==> src/hdl/mec_pkg.sv <==
// Shared constants and types for the Mandelbrot escape counter.
// No dependencies; used by the interfaces, the top level and the checker.
package mec_pkg;

    localparam int COORD_WIDTH_DEF = 32;
    localparam int FRAC_BITS_DEF   = 26;
    localparam int COUNT_WIDTH_DEF = 16;

    localparam int POINT_W    = 31;
    localparam int RADIUS_W   = 31;
    localparam int CFG_IDX_W  = 8;
    localparam int CFG_DATA_W = 32;

    typedef logic [CFG_IDX_W-1:0]  cfg_idx_t;
    typedef logic [CFG_DATA_W-1:0] cfg_data_t;

    localparam cfg_idx_t REG_MAX_ITER = cfg_idx_t'(0);
    localparam cfg_idx_t REG_RADIUS   = cfg_idx_t'(1);

    localparam int MAX_ITER_RESET = 256;
    localparam logic [RADIUS_W-1:0] RADIUS_RESET = RADIUS_W'(268435456);

endpackage

==> src/hdl/mec_if.sv <==
// Valid/ready channel interfaces for points, results and register writes.
// Depends on mec_pkg for field widths.
interface mec_point_if
    import mec_pkg::*;
    ();
    logic                      valid;
    logic                      ready;
    logic signed [POINT_W-1:0] cx;
    logic signed [POINT_W-1:0] cy;

    modport source (output valid, output cx, output cy, input ready);
    modport sink   (input valid, input cx, input cy, output ready);
endinterface

interface mec_result_if
    import mec_pkg::*;
    #(parameter int COUNT_WIDTH = COUNT_WIDTH_DEF)
    ();
    logic                   valid;
    logic                   ready;
    logic [COUNT_WIDTH-1:0] iter_count;
    logic                   escaped;

    modport source (output valid, output iter_count, output escaped, input ready);
    modport sink   (input valid, input iter_count, input escaped, output ready);
endinterface

interface mec_cfg_if
    import mec_pkg::*;
    ();
    logic      valid;
    logic      ready;
    cfg_idx_t  index;
    cfg_data_t data;

    modport source (output valid, output index, output data, input ready);
    modport sink   (input valid, input index, input data, output ready);
endinterface

==> src/hdl/mandelbrot_escape_count.sv <==
// Mandelbrot escape-time counter: one shared multiplier under a small sequencer.
// Depends on mec_pkg and the channel interfaces in mec_if.sv.
//
// Usage: a point request (cx, cy, signed fixed point with FRAC_BITS fraction
// bits) is taken on the point channel while the sequencer is idle. The block
// iterates z = z*z + c starting from z = c and returns one result request on
// the result channel: iter_count, the number of passing magnitude tests, and
// escaped, set when a test failed before max_iterations passes.
// In each iteration the one multiplier forms x*x, y*y and x*y in turn, and a
// final step does the threshold compare and the update. The sequencer takes one
// point at a time; point.ready is high only when idle.
// A finished result sits in an output register; the next point is accepted
// while that result waits, and if the receiver stalls the sequencer holds its
// new result until the register frees up.
// The configuration channel is always ready: index 0 writes max_iterations,
// index 1 writes escape_radius_sq, other indexes are ignored. Writes are meant
// for idle periods only. Reset (rst_n low, asynchronous) returns the sequencer
// to idle, clears the result register and restores the register defaults
// (256 iterations, threshold 4.0).
module mandelbrot_escape_count
    import mec_pkg::*;
    #(
        parameter int COORD_WIDTH = COORD_WIDTH_DEF,
        parameter int FRAC_BITS   = FRAC_BITS_DEF,
        parameter int COUNT_WIDTH = COUNT_WIDTH_DEF
    )
    (
        input  logic              clk,
        input  logic              rst_n,
        mec_point_if.sink         point,
        mec_result_if.source      result,
        mec_cfg_if.sink           cfg
    );

    localparam int PROD_W = 2 * COORD_WIDTH;
    // The accumulator must hold the sum of two squares and the shifted threshold.
    localparam int ACC_W  = (PROD_W + 1 > RADIUS_W + FRAC_BITS) ? PROD_W + 1
                                                               : RADIUS_W + FRAC_BITS;

    localparam logic [2:0] ST_IDLE = 3'd0;
    localparam logic [2:0] ST_XX   = 3'd1;
    localparam logic [2:0] ST_YY   = 3'd2;
    localparam logic [2:0] ST_XY   = 3'd3;
    localparam logic [2:0] ST_CMP  = 3'd4;
    localparam logic [2:0] ST_DONE = 3'd5;

    // Configuration registers.
    logic [COUNT_WIDTH-1:0] max_iter_reg;
    logic [RADIUS_W-1:0]    radius_reg;

    // Sequencer state and iteration variables.
    logic [2:0]                    state_reg, state_next;
    logic signed [COORD_WIDTH-1:0] x_reg, x_next;
    logic signed [COORD_WIDTH-1:0] y_reg, y_next;
    logic signed [COORD_WIDTH-1:0] cx_reg, cx_next;
    logic signed [COORD_WIDTH-1:0] cy_reg, cy_next;
    logic [COUNT_WIDTH-1:0]        n_reg, n_next;
    logic                          esc_reg, esc_next;

    // Shared multiplier and its product registers.
    logic signed [COORD_WIDTH-1:0] mul_a, mul_b;
    logic signed [PROD_W-1:0]      prod;
    logic signed [PROD_W-1:0]      prod_reg;
    logic signed [PROD_W-1:0]      xx_reg, xx_next;
    logic signed [PROD_W-1:0]      yy_reg, yy_next;

    // Output register.
    logic                   out_valid_reg, out_valid_next;
    logic [COUNT_WIDTH-1:0] out_count_reg, out_count_next;
    logic                   out_esc_reg, out_esc_next;

    // Compare and update datapath.
    logic [ACC_W-1:0]              mag_sum;
    logic [ACC_W-1:0]              thr;
    logic                          over_thr;
    logic signed [ACC_W-1:0]       diff;
    logic signed [ACC_W-1:0]       diff_sh;
    logic signed [PROD_W-1:0]      xy_sh;
    logic [COUNT_WIDTH-1:0]        n_inc;
    logic                          point_acc;
    logic                          out_free;

    assign point.ready = (state_reg == ST_IDLE);
    assign cfg.ready   = 1'b1;
    assign point_acc   = point.valid && (state_reg == ST_IDLE);

    assign result.valid      = out_valid_reg;
    assign result.iter_count = out_count_reg;
    assign result.escaped    = out_esc_reg;

    // The output register can take a new result when empty or being drained.
    assign out_free = !out_valid_reg || result.ready;

    // Operand selection for the shared multiplier.
    always_comb
    begin
        case (state_reg)
            ST_XX:
            begin
                mul_a = x_reg;
                mul_b = x_reg;
            end
            ST_YY:
            begin
                mul_a = y_reg;
                mul_b = y_reg;
            end
            default:
            begin
                mul_a = x_reg;
                mul_b = y_reg;
            end
        endcase
    end

    assign prod = mul_a * mul_b;

    // Squares are exact and non-negative, so the magnitude compare is unsigned.
    assign mag_sum  = ACC_W'(xx_reg) + ACC_W'(yy_reg);
    assign thr      = ACC_W'({radius_reg, {FRAC_BITS{1'b0}}});
    assign over_thr = mag_sum > thr;
    assign diff     = ACC_W'(xx_reg) - ACC_W'(yy_reg);
    assign diff_sh  = diff >>> FRAC_BITS;
    // Doubling x*y folds into a shift that is one bit shorter.
    assign xy_sh    = prod_reg >>> (FRAC_BITS - 1);
    assign n_inc    = n_reg + COUNT_WIDTH'(1);

    always_comb
    begin
        state_next     = state_reg;
        x_next         = x_reg;
        y_next         = y_reg;
        cx_next        = cx_reg;
        cy_next        = cy_reg;
        n_next         = n_reg;
        esc_next       = esc_reg;
        xx_next        = xx_reg;
        yy_next        = yy_reg;
        out_valid_next = out_valid_reg && !result.ready;
        out_count_next = out_count_reg;
        out_esc_next   = out_esc_reg;

        case (state_reg)
            ST_IDLE:
            begin
                if (point_acc)
                begin
                    cx_next  = COORD_WIDTH'(point.cx);
                    cy_next  = COORD_WIDTH'(point.cy);
                    x_next   = COORD_WIDTH'(point.cx);
                    y_next   = COORD_WIDTH'(point.cy);
                    n_next   = '0;
                    esc_next = 1'b0;
                    // With a zero limit no test runs at all.
                    state_next = (max_iter_reg == '0) ? ST_DONE : ST_XX;
                end
            end
            ST_XX:
            begin
                state_next = ST_YY;
            end
            ST_YY:
            begin
                xx_next    = prod_reg;
                state_next = ST_XY;
            end
            ST_XY:
            begin
                yy_next    = prod_reg;
                state_next = ST_CMP;
            end
            ST_CMP:
            begin
                if (over_thr)
                begin
                    esc_next   = 1'b1;
                    state_next = ST_DONE;
                end
                else
                begin
                    n_next = n_inc;
                    x_next = diff_sh[COORD_WIDTH-1:0] + cx_reg;
                    y_next = xy_sh[COORD_WIDTH-1:0] + cy_reg;
                    state_next = (n_inc == max_iter_reg) ? ST_DONE : ST_XX;
                end
            end
            ST_DONE:
            begin
                if (out_free)
                begin
                    out_valid_next = 1'b1;
                    out_count_next = n_reg;
                    out_esc_next   = esc_reg;
                    state_next     = ST_IDLE;
                end
            end
            default:
            begin
                state_next = ST_IDLE;
            end
        endcase
    end

    always_ff @(posedge clk or negedge rst_n)
    begin
        if (!rst_n)
        begin
            state_reg     <= ST_IDLE;
            out_valid_reg <= 1'b0;
            max_iter_reg  <= COUNT_WIDTH'(MAX_ITER_RESET);
            radius_reg    <= RADIUS_RESET;
        end
        else
        begin
            state_reg     <= state_next;
            out_valid_reg <= out_valid_next;
            if (cfg.valid)
            begin
                case (cfg.index)
                    REG_MAX_ITER: max_iter_reg <= cfg.data[COUNT_WIDTH-1:0];
                    REG_RADIUS:   radius_reg   <= cfg.data[RADIUS_W-1:0];
                    default:      ;
                endcase
            end
        end
    end

    // Datapath registers carry no reset.
    always_ff @(posedge clk)
    begin
        x_reg         <= x_next;
        y_reg         <= y_next;
        cx_reg        <= cx_next;
        cy_reg        <= cy_next;
        n_reg         <= n_next;
        esc_reg       <= esc_next;
        prod_reg      <= prod;
        xx_reg        <= xx_next;
        yy_reg        <= yy_next;
        out_count_reg <= out_count_next;
        out_esc_reg   <= out_esc_next;
    end

endmodule

==> src/flat_wrapper.sv <==
// flat-port wrapper written by rule: the top's interface ports become plain ports
module mandelbrot_escape_count_flat import mec_pkg::*;
#(
        parameter int COORD_WIDTH = COORD_WIDTH_DEF,
        parameter int FRAC_BITS   = FRAC_BITS_DEF,
        parameter int COUNT_WIDTH = COUNT_WIDTH_DEF
    )
  (clk, rst_n, point_valid, point_cx, point_cy, point_ready, result_valid, result_iter_count, result_escaped, result_ready, cfg_valid, cfg_index, cfg_data, cfg_ready);
  mec_point_if point_i ();
  mec_result_if #(.COUNT_WIDTH(COUNT_WIDTH)) result_i ();
  mec_cfg_if cfg_i ();
  input  logic clk;
  input  logic rst_n;
  input wire logic [$bits(point_i.valid)-1:0] point_valid;
  input wire logic [$bits(point_i.cx)-1:0] point_cx;
  input wire logic [$bits(point_i.cy)-1:0] point_cy;
  output wire logic [$bits(point_i.ready)-1:0] point_ready;
  output wire logic [$bits(result_i.valid)-1:0] result_valid;
  output wire logic [$bits(result_i.iter_count)-1:0] result_iter_count;
  output wire logic [$bits(result_i.escaped)-1:0] result_escaped;
  input wire logic [$bits(result_i.ready)-1:0] result_ready;
  input wire logic [$bits(cfg_i.valid)-1:0] cfg_valid;
  input wire logic [$bits(cfg_i.index)-1:0] cfg_index;
  input wire logic [$bits(cfg_i.data)-1:0] cfg_data;
  output wire logic [$bits(cfg_i.ready)-1:0] cfg_ready;
  assign point_i.valid = point_valid;
  assign point_i.cx = point_cx;
  assign point_i.cy = point_cy;
  assign point_ready = point_i.ready;
  assign result_valid = result_i.valid;
  assign result_iter_count = result_i.iter_count;
  assign result_escaped = result_i.escaped;
  assign result_i.ready = result_ready;
  assign cfg_i.valid = cfg_valid;
  assign cfg_i.index = cfg_index;
  assign cfg_i.data = cfg_data;
  assign cfg_ready = cfg_i.ready;
  mandelbrot_escape_count #(.COORD_WIDTH(COORD_WIDTH), .FRAC_BITS(FRAC_BITS), .COUNT_WIDTH(COUNT_WIDTH)) u_core (.clk(clk), .rst_n(rst_n), .point(point_i), .result(result_i), .cfg(cfg_i));
endmodule
==> config.mk <==
export PLATFORM = sky130hd
export DESIGN_NAME = mandelbrot_escape_count_flat
export DESIGN_NICKNAME = d
export VERILOG_FILES = /design/src/hdl/mec_pkg.sv /design/src/hdl/mec_if.sv /design/src/hdl/mandelbrot_escape_count.sv /design/src/flat_wrapper.sv
export SDC_FILE = /design/constraint.sdc
export NUM_CORES = 2
export LEC_CHECK = 0
export BUFFER_PORTS_ARGS = -buffer_cell sky130_fd_sc_hd__buf_2
export CAP_MARGIN = 25
export CORE_ASPECT_RATIO = 1.25
export CORE_MARGIN = 5
export CORE_UTILIZATION = 52
export CTS_CLUSTER_SIZE = 16
export DETAILED_ROUTE_END_ITERATION = 10
export HOLD_SLACK_MARGIN = 0.06
export PLACE_DENSITY = 0.77
export SYNTH_ARGS = -nofsm -noshare
export SYNTH_HDL_FRONTEND = slang
export SYNTH_SLANG_ARGS = --single-unit
==> constraint.sdc <==
create_clock -name clk -period 16.87 [get_ports clk]
set_clock_uncertainty 0.15 [all_clocks]
set_input_delay 1.687 -clock clk [delete_from_list [all_inputs] [get_ports clk]]
set_output_delay 1.687 -clock clk [all_outputs]
set_load 0.02 [all_outputs]
======== Word-level counts from Yosys, hierarchy flattened ========
Index checks and enable logic that the tools add are counted.
word-level totals
  bits in registers ....................... 403
  input bits .............................. 107
  output and inout bits ................... 20
  logic and storage cells ................. 71
operators by class
  add/sub/neg operators ................... 5
  multipliers ............................. 1
  order comparisons ....................... 1
  eq/ne operators ......................... 11
  multiplexer cells ....................... 22
  reduce and logical (&&, ||, !) cells .... 16
operators with widths
  operator                                                                 count
  32-bit two-way mux                                                       6
  32-bit case mux with 2 select lines                                      2
  64-bit by 64-bit adder with 65-bit output                                1
  65-bit by 57-bit greater-than comparator with 1-bit output               1
  32-bit adder                                                             2
  32-bit by 32-bit multiplier with 64-bit output                           1
  58-bit subtractor                                                        1
  16-bit two-way mux                                                       2
  16-bit case mux with 2 select lines                                      1
  3-bit case mux with 6 select lines                                       1
  16-bit by 1-bit adder with 16-bit output, second input constant          1
  16-bit == test                                                           1
  16-bit zero test                                                         1
  3-bit two-way mux                                                        5
  2-bit AND reduction                                                      5
  8-bit by 1-bit == test with 1-bit output, second input constant          1
  8-bit zero test                                                          1
  3-bit by 2-bit == test with 1-bit output, second input constant          2
  3-bit == test, second input constant                                     2
  2-bit by 1-bit inequality test with 1-bit output, second input constant  3
  3-bit AND reduction                                                      2
  1-bit two-way mux                                                        4
  3-bit by 1-bit == test with 1-bit output, second input constant          1
  3-bit zero test                                                          1
  other kinds (6)                                                          8

======== Depth between registers and ports, before layout ========
  depth after elaboration ................. 5
  gate-level depth with buffers ........... 35
  gate-level depth less buffers ........... 30

======== Worst setup path before layout ========
No wires, ideal clock.
  kind .................................... register -> register
  start ................................... register u_core.state_reg[1]
  end ..................................... register u_core.prod_reg[63]
  arrival time ............................ 10778 ps
  data required time ...................... 16599 ps
  slack ................................... 5821 ps
  stages on the path, launching flop included .. 33
  buffers on the path ..................... 4
  cell sequence ........................... dfrtp_1 -> clkbuf_1 -> nor3b_1 -> clkbuf_1 -> buf_1 -> mux2i_1 -> clkbuf_1 -> nor2_1 -> fa_1 -> fa_1 -> inv_1 -> fa_1 -> fa_1 -> inv_1 -> fa_1 -> fa_1 -> fa_1 -> inv_1 -> fa_1 -> inv_1 -> ha_1 -> a21o_1 -> a21oi_1 -> o21ai_0 -> a2111oi_0 -> a21oi_1 -> or4_1 -> o21ai_0 -> a21boi_0 -> o2111a_1 -> o21ai_0 -> o21ai_0 -> xnor2_1
between the ends
  longest elaborated chain between the ends .. 3
  elaborated cells between the ends (all ways) .. 5
RTL lines
  what                                                                                                  line                            source
  from (decl)                                                                                           mandelbrot_escape_count.sv:52   logic [2:0] state_reg, state_next;
  from (signal assigned)                                                                                mandelbrot_escape_count.sv:215  state_reg <= state_next;
  3-bit by 2-bit == test with 1-bit output or 3-bit by 1-bit == test with 1-bit output (tied branches)  mandelbrot_escape_count.sv:97   case (state_reg)
  32-bit two-way mux                                                                                    mandelbrot_escape_count.sv:97
  32-bit by 32-bit multiplier with 64-bit output (*)                                                    mandelbrot_escape_count.sv:116  assign prod = mul_a * mul_b;
  via u_core.prod[63]                                                                                   mandelbrot_escape_count.sv:62   logic signed [PROD_W-1:0] prod;
  to (signal assigned)                                                                                  mandelbrot_escape_count.sv:237  prod_reg <= prod;
  to (decl)                                                                                             mandelbrot_escape_count.sv:63   logic signed [PROD_W-1:0] prod_reg;
The timed path passes the listed nets; every way through them passes the cells marked *.
A chain may end at the register's enable or synchronous reset.

======== Worst setup path in the final report ========
  start ................................... register u_core.state_reg[2]
  end ..................................... register u_core.prod_reg[62]
Same word-level chain as after synthesis.

==> results.json <==
{
  "ys_warn_count": 0,
  "crit_top_cell": "fa_1",
  "nFillCells": 9596,
  "hold_path.startpoint": "u_core.esc_reg",
  "top_usage_layer": "met2",
  "max_slew_margin": 0.249,
  "async_flop_share": 0.127,
  "cp.arrival_ps": 11770,
  "tns_ps": 0,
  "syn_nets": 7726,
  "crit_path_end_kind": "register",
  "critPathKind": "register to register",
  "rsz0062_at_grt": "false",
  "antenna_found_initial": 11,
  "post-route-util": 0.557,
  "yosysSeqAreaShare": 0.190,
  "grt_pass1_vias": 48518,
  "syn-cell-area_um2": 59000,
  "slew_viol_final": 0,
  "ctsHoldBuffers": 0,
  "syn_area_per_cell_um2": 9.62,
  "cts_max_level": 2,
  "die_area_um2": 120000,
  "finalInstanceArea_um2": 62900,
  "cap_violations": 0,
  "cts_resized": 0,
  "cts_setup_buffers": 0,
  "fin_crit_sh": 0.677,
  "drc": 0,
  "placed_cell_area_um2": 61400,
  "routedWlPerCell_um": 22.9,
  "critPathBufInv": 7,
  "crit_path_max_fanout": 36,
  "syn2layout_area_growth_pct": 6.61,
  "slowest_stage": "mux2i_2",
  "ant_nets": 0,
  "crit_family": "adder cells",
  "rr_worst_depth": 30,
  "initial_utilization": 0.523,
  "finalSetupViolCount": 0,
  "row_count": 138,
  "clockRootBuffer": "clkbuf_16",
  "hold_viol": 0,
  "clock_latency_ps": 590,
  "synth_flop_cell": "edfxtp_1",
  "gr-usage-met1": 0.329,
  "ys_types": 81,
  "min_path_cells": 0,
  "wirelength_um": 176000,
  "reg2reg_from": "u_core.state_reg[2]",
  "synth_enable_flop_cells": 288,
  "grt_max_degree": 130,
  "cts_buffers": 38,
  "io_pins": 127,
  "outcome": "finished, final reports clean",
  "drtIter0Drc": 3684,
  "grt_pass1_wl_um": 271000,
  "min_path_type": "register to register",
  "fin_crit_ps": 11420,
  "r2r_end": "u_core.prod_reg[62]",
  "drive_gt1_frac": 0.0727,
  "grtUsageMet3": 0.0627,
  "ff2ff_setup_slack_ps": 5450,
  "synthCells": 6135,
  "crit_cells": 30,
  "gp_congestion": 0.997,
  "finalNetCount": 7751,
  "path_clk_slew_ps": 60,
  "coreArea_um2": 113000,
  "detailedRoute.firstPassIterationCount": 7,
  "synth_seq_cells": 403,
  "dpl.hpwl_um": 138000,
  "cts_tree": "yes",
  "routed_via_density": 5.91,
  "fmax_mhz": 87.6,
  "die_x_um": 311,
  "clock-sinks": 403,
  "gr-usage-all-layers": 0.290,
  "whs_endpoint": "u_core.result.escaped",
  "die_y_um": 387,
  "start_kind": "register",
  "crit_required_ps": 17220,
  "overflow": 0,
  "clockBufferDepth": 3,
  "max_stage_delay_ps": 950,
  "io_buffers": 124,
  "tightest_slew_ps": 1100,
  "vias": 45314,
  "met2_usage": 0.482
}
-- worst reg2reg max path: cells and delay by family, from the launching register on --
kind                       cells  cell delay (ps)
xor gates and xnor gates       1              170
DFF                            1              520
adders and majority gates      9             4200
muxes                          1              990
AOI/OAI and AO/OA              6             2670
and+or+nand+nor                6              970
buffers and inverters          7             1680
-- metal layers --
| metal | wire, um | vias up |
|---|---|---|
| li1 | - | 19289 |
| met4 | 16500 | 2 |
| met5 | 13 | - |
| met1 | 59200 | 22715 |
| met3 | 17000 | 820 |
| met2 | 83200 | 2488 |
-- Yosys cell counts, types with 31 or more instances --
library cell     n  area, um^2
ha_1           399        4990
a21o_1          80         601
nor3_1          31         155
dfxtp_1         64        1280
dfrtp_1         49        1230
xnor2_1        163        1430
edfxtp_1       288        8650
a21oi_1        225        1130
inv_1         1174        4410
o21ai_0        179         896
mux2_2         112        1260
nor4_1          35         219
clkbuf_1       192         721
mux2i_1         65         651
nand4_1         35         219
xor2_1          65         569
nor2_1         687        2580
nand2_1        660        2480
nand3_1         50         250
nand2b_1        39         244
nor2b_1         48         300
o21bai_1        42         315
fa_1          1085       21700
-- worst max-delay path by stage --
stage                     endpoint  slack [ps]                start
6_report       u_core.prod_reg[62]        5450  u_core.state_reg[2]
3_3_place_gp   u_core.prod_reg[62]        5640  u_core.state_reg[2]
2_1_floorplan  u_core.prod_reg[63]        5820  u_core.state_reg[1]
3_5_place_dp   u_core.prod_reg[62]        5550  u_core.state_reg[2]
5_1_grt        u_core.prod_reg[62]        5240  u_core.state_reg[2]
4_1_cts        u_core.prod_reg[62]        5590  u_core.state_reg[2]
-- per-stage QoR --
step	hold slack, ps	setup WS [ps]	cells
after floorplan	250	5820	6135
after global placement	256	5640	7587
after detailed placement	258	5550	7589
after CTS	273	5590	7659
after global routing	275	5240	7660
final	271	5450	7669
-- layout make-up --
type                    count  area [um^2]  share of cell area
flip-flops and latches    403        11200               0.178
multi-input cells        4326        42700               0.679
repair buffers            212         1290              0.0206
clock buffers              49         1060              0.0169
well taps                1470         1840              0.0292
diodes                      9         22.5            0.000358
clock inverters            21          373             0.00593
inverters                1179         4430              0.0703
-- cell families after synthesis --
group	synth area share
xor gates and xnor gates	0.0338
AOI/OAI and AO/OA	0.0806
other	0.0000635
muxes	0.0324
buffers and inverters	0.0896
DFF	0.190
and+or+nand+nor	0.121
adders and majority gates	0.453
-- layout by cell type, fill, tap and decap left out, drive strengths merged, types with 42 or more instances in the layout --
master  Yosys  final
inv      1175   1178
fa       1085   1085
nor2      687    687
nand2     660    660
ha        399    399
edfxtp    288    288
a21oi     226    226
buf        35    212
o21ai     184    184
xnor2     163    163
mux2      112    112
a21o       80     80
xor2       65     65
mux2i      65     65
dfxtp      64     64
nand3      50     50
dfrtp      49     49
clkbuf    192     49
nor2b      48     48
o21bai     42     42
Power is not shown: default switching activity piles up to over one toggle a cycle in this logic, so the estimate is an artifact.
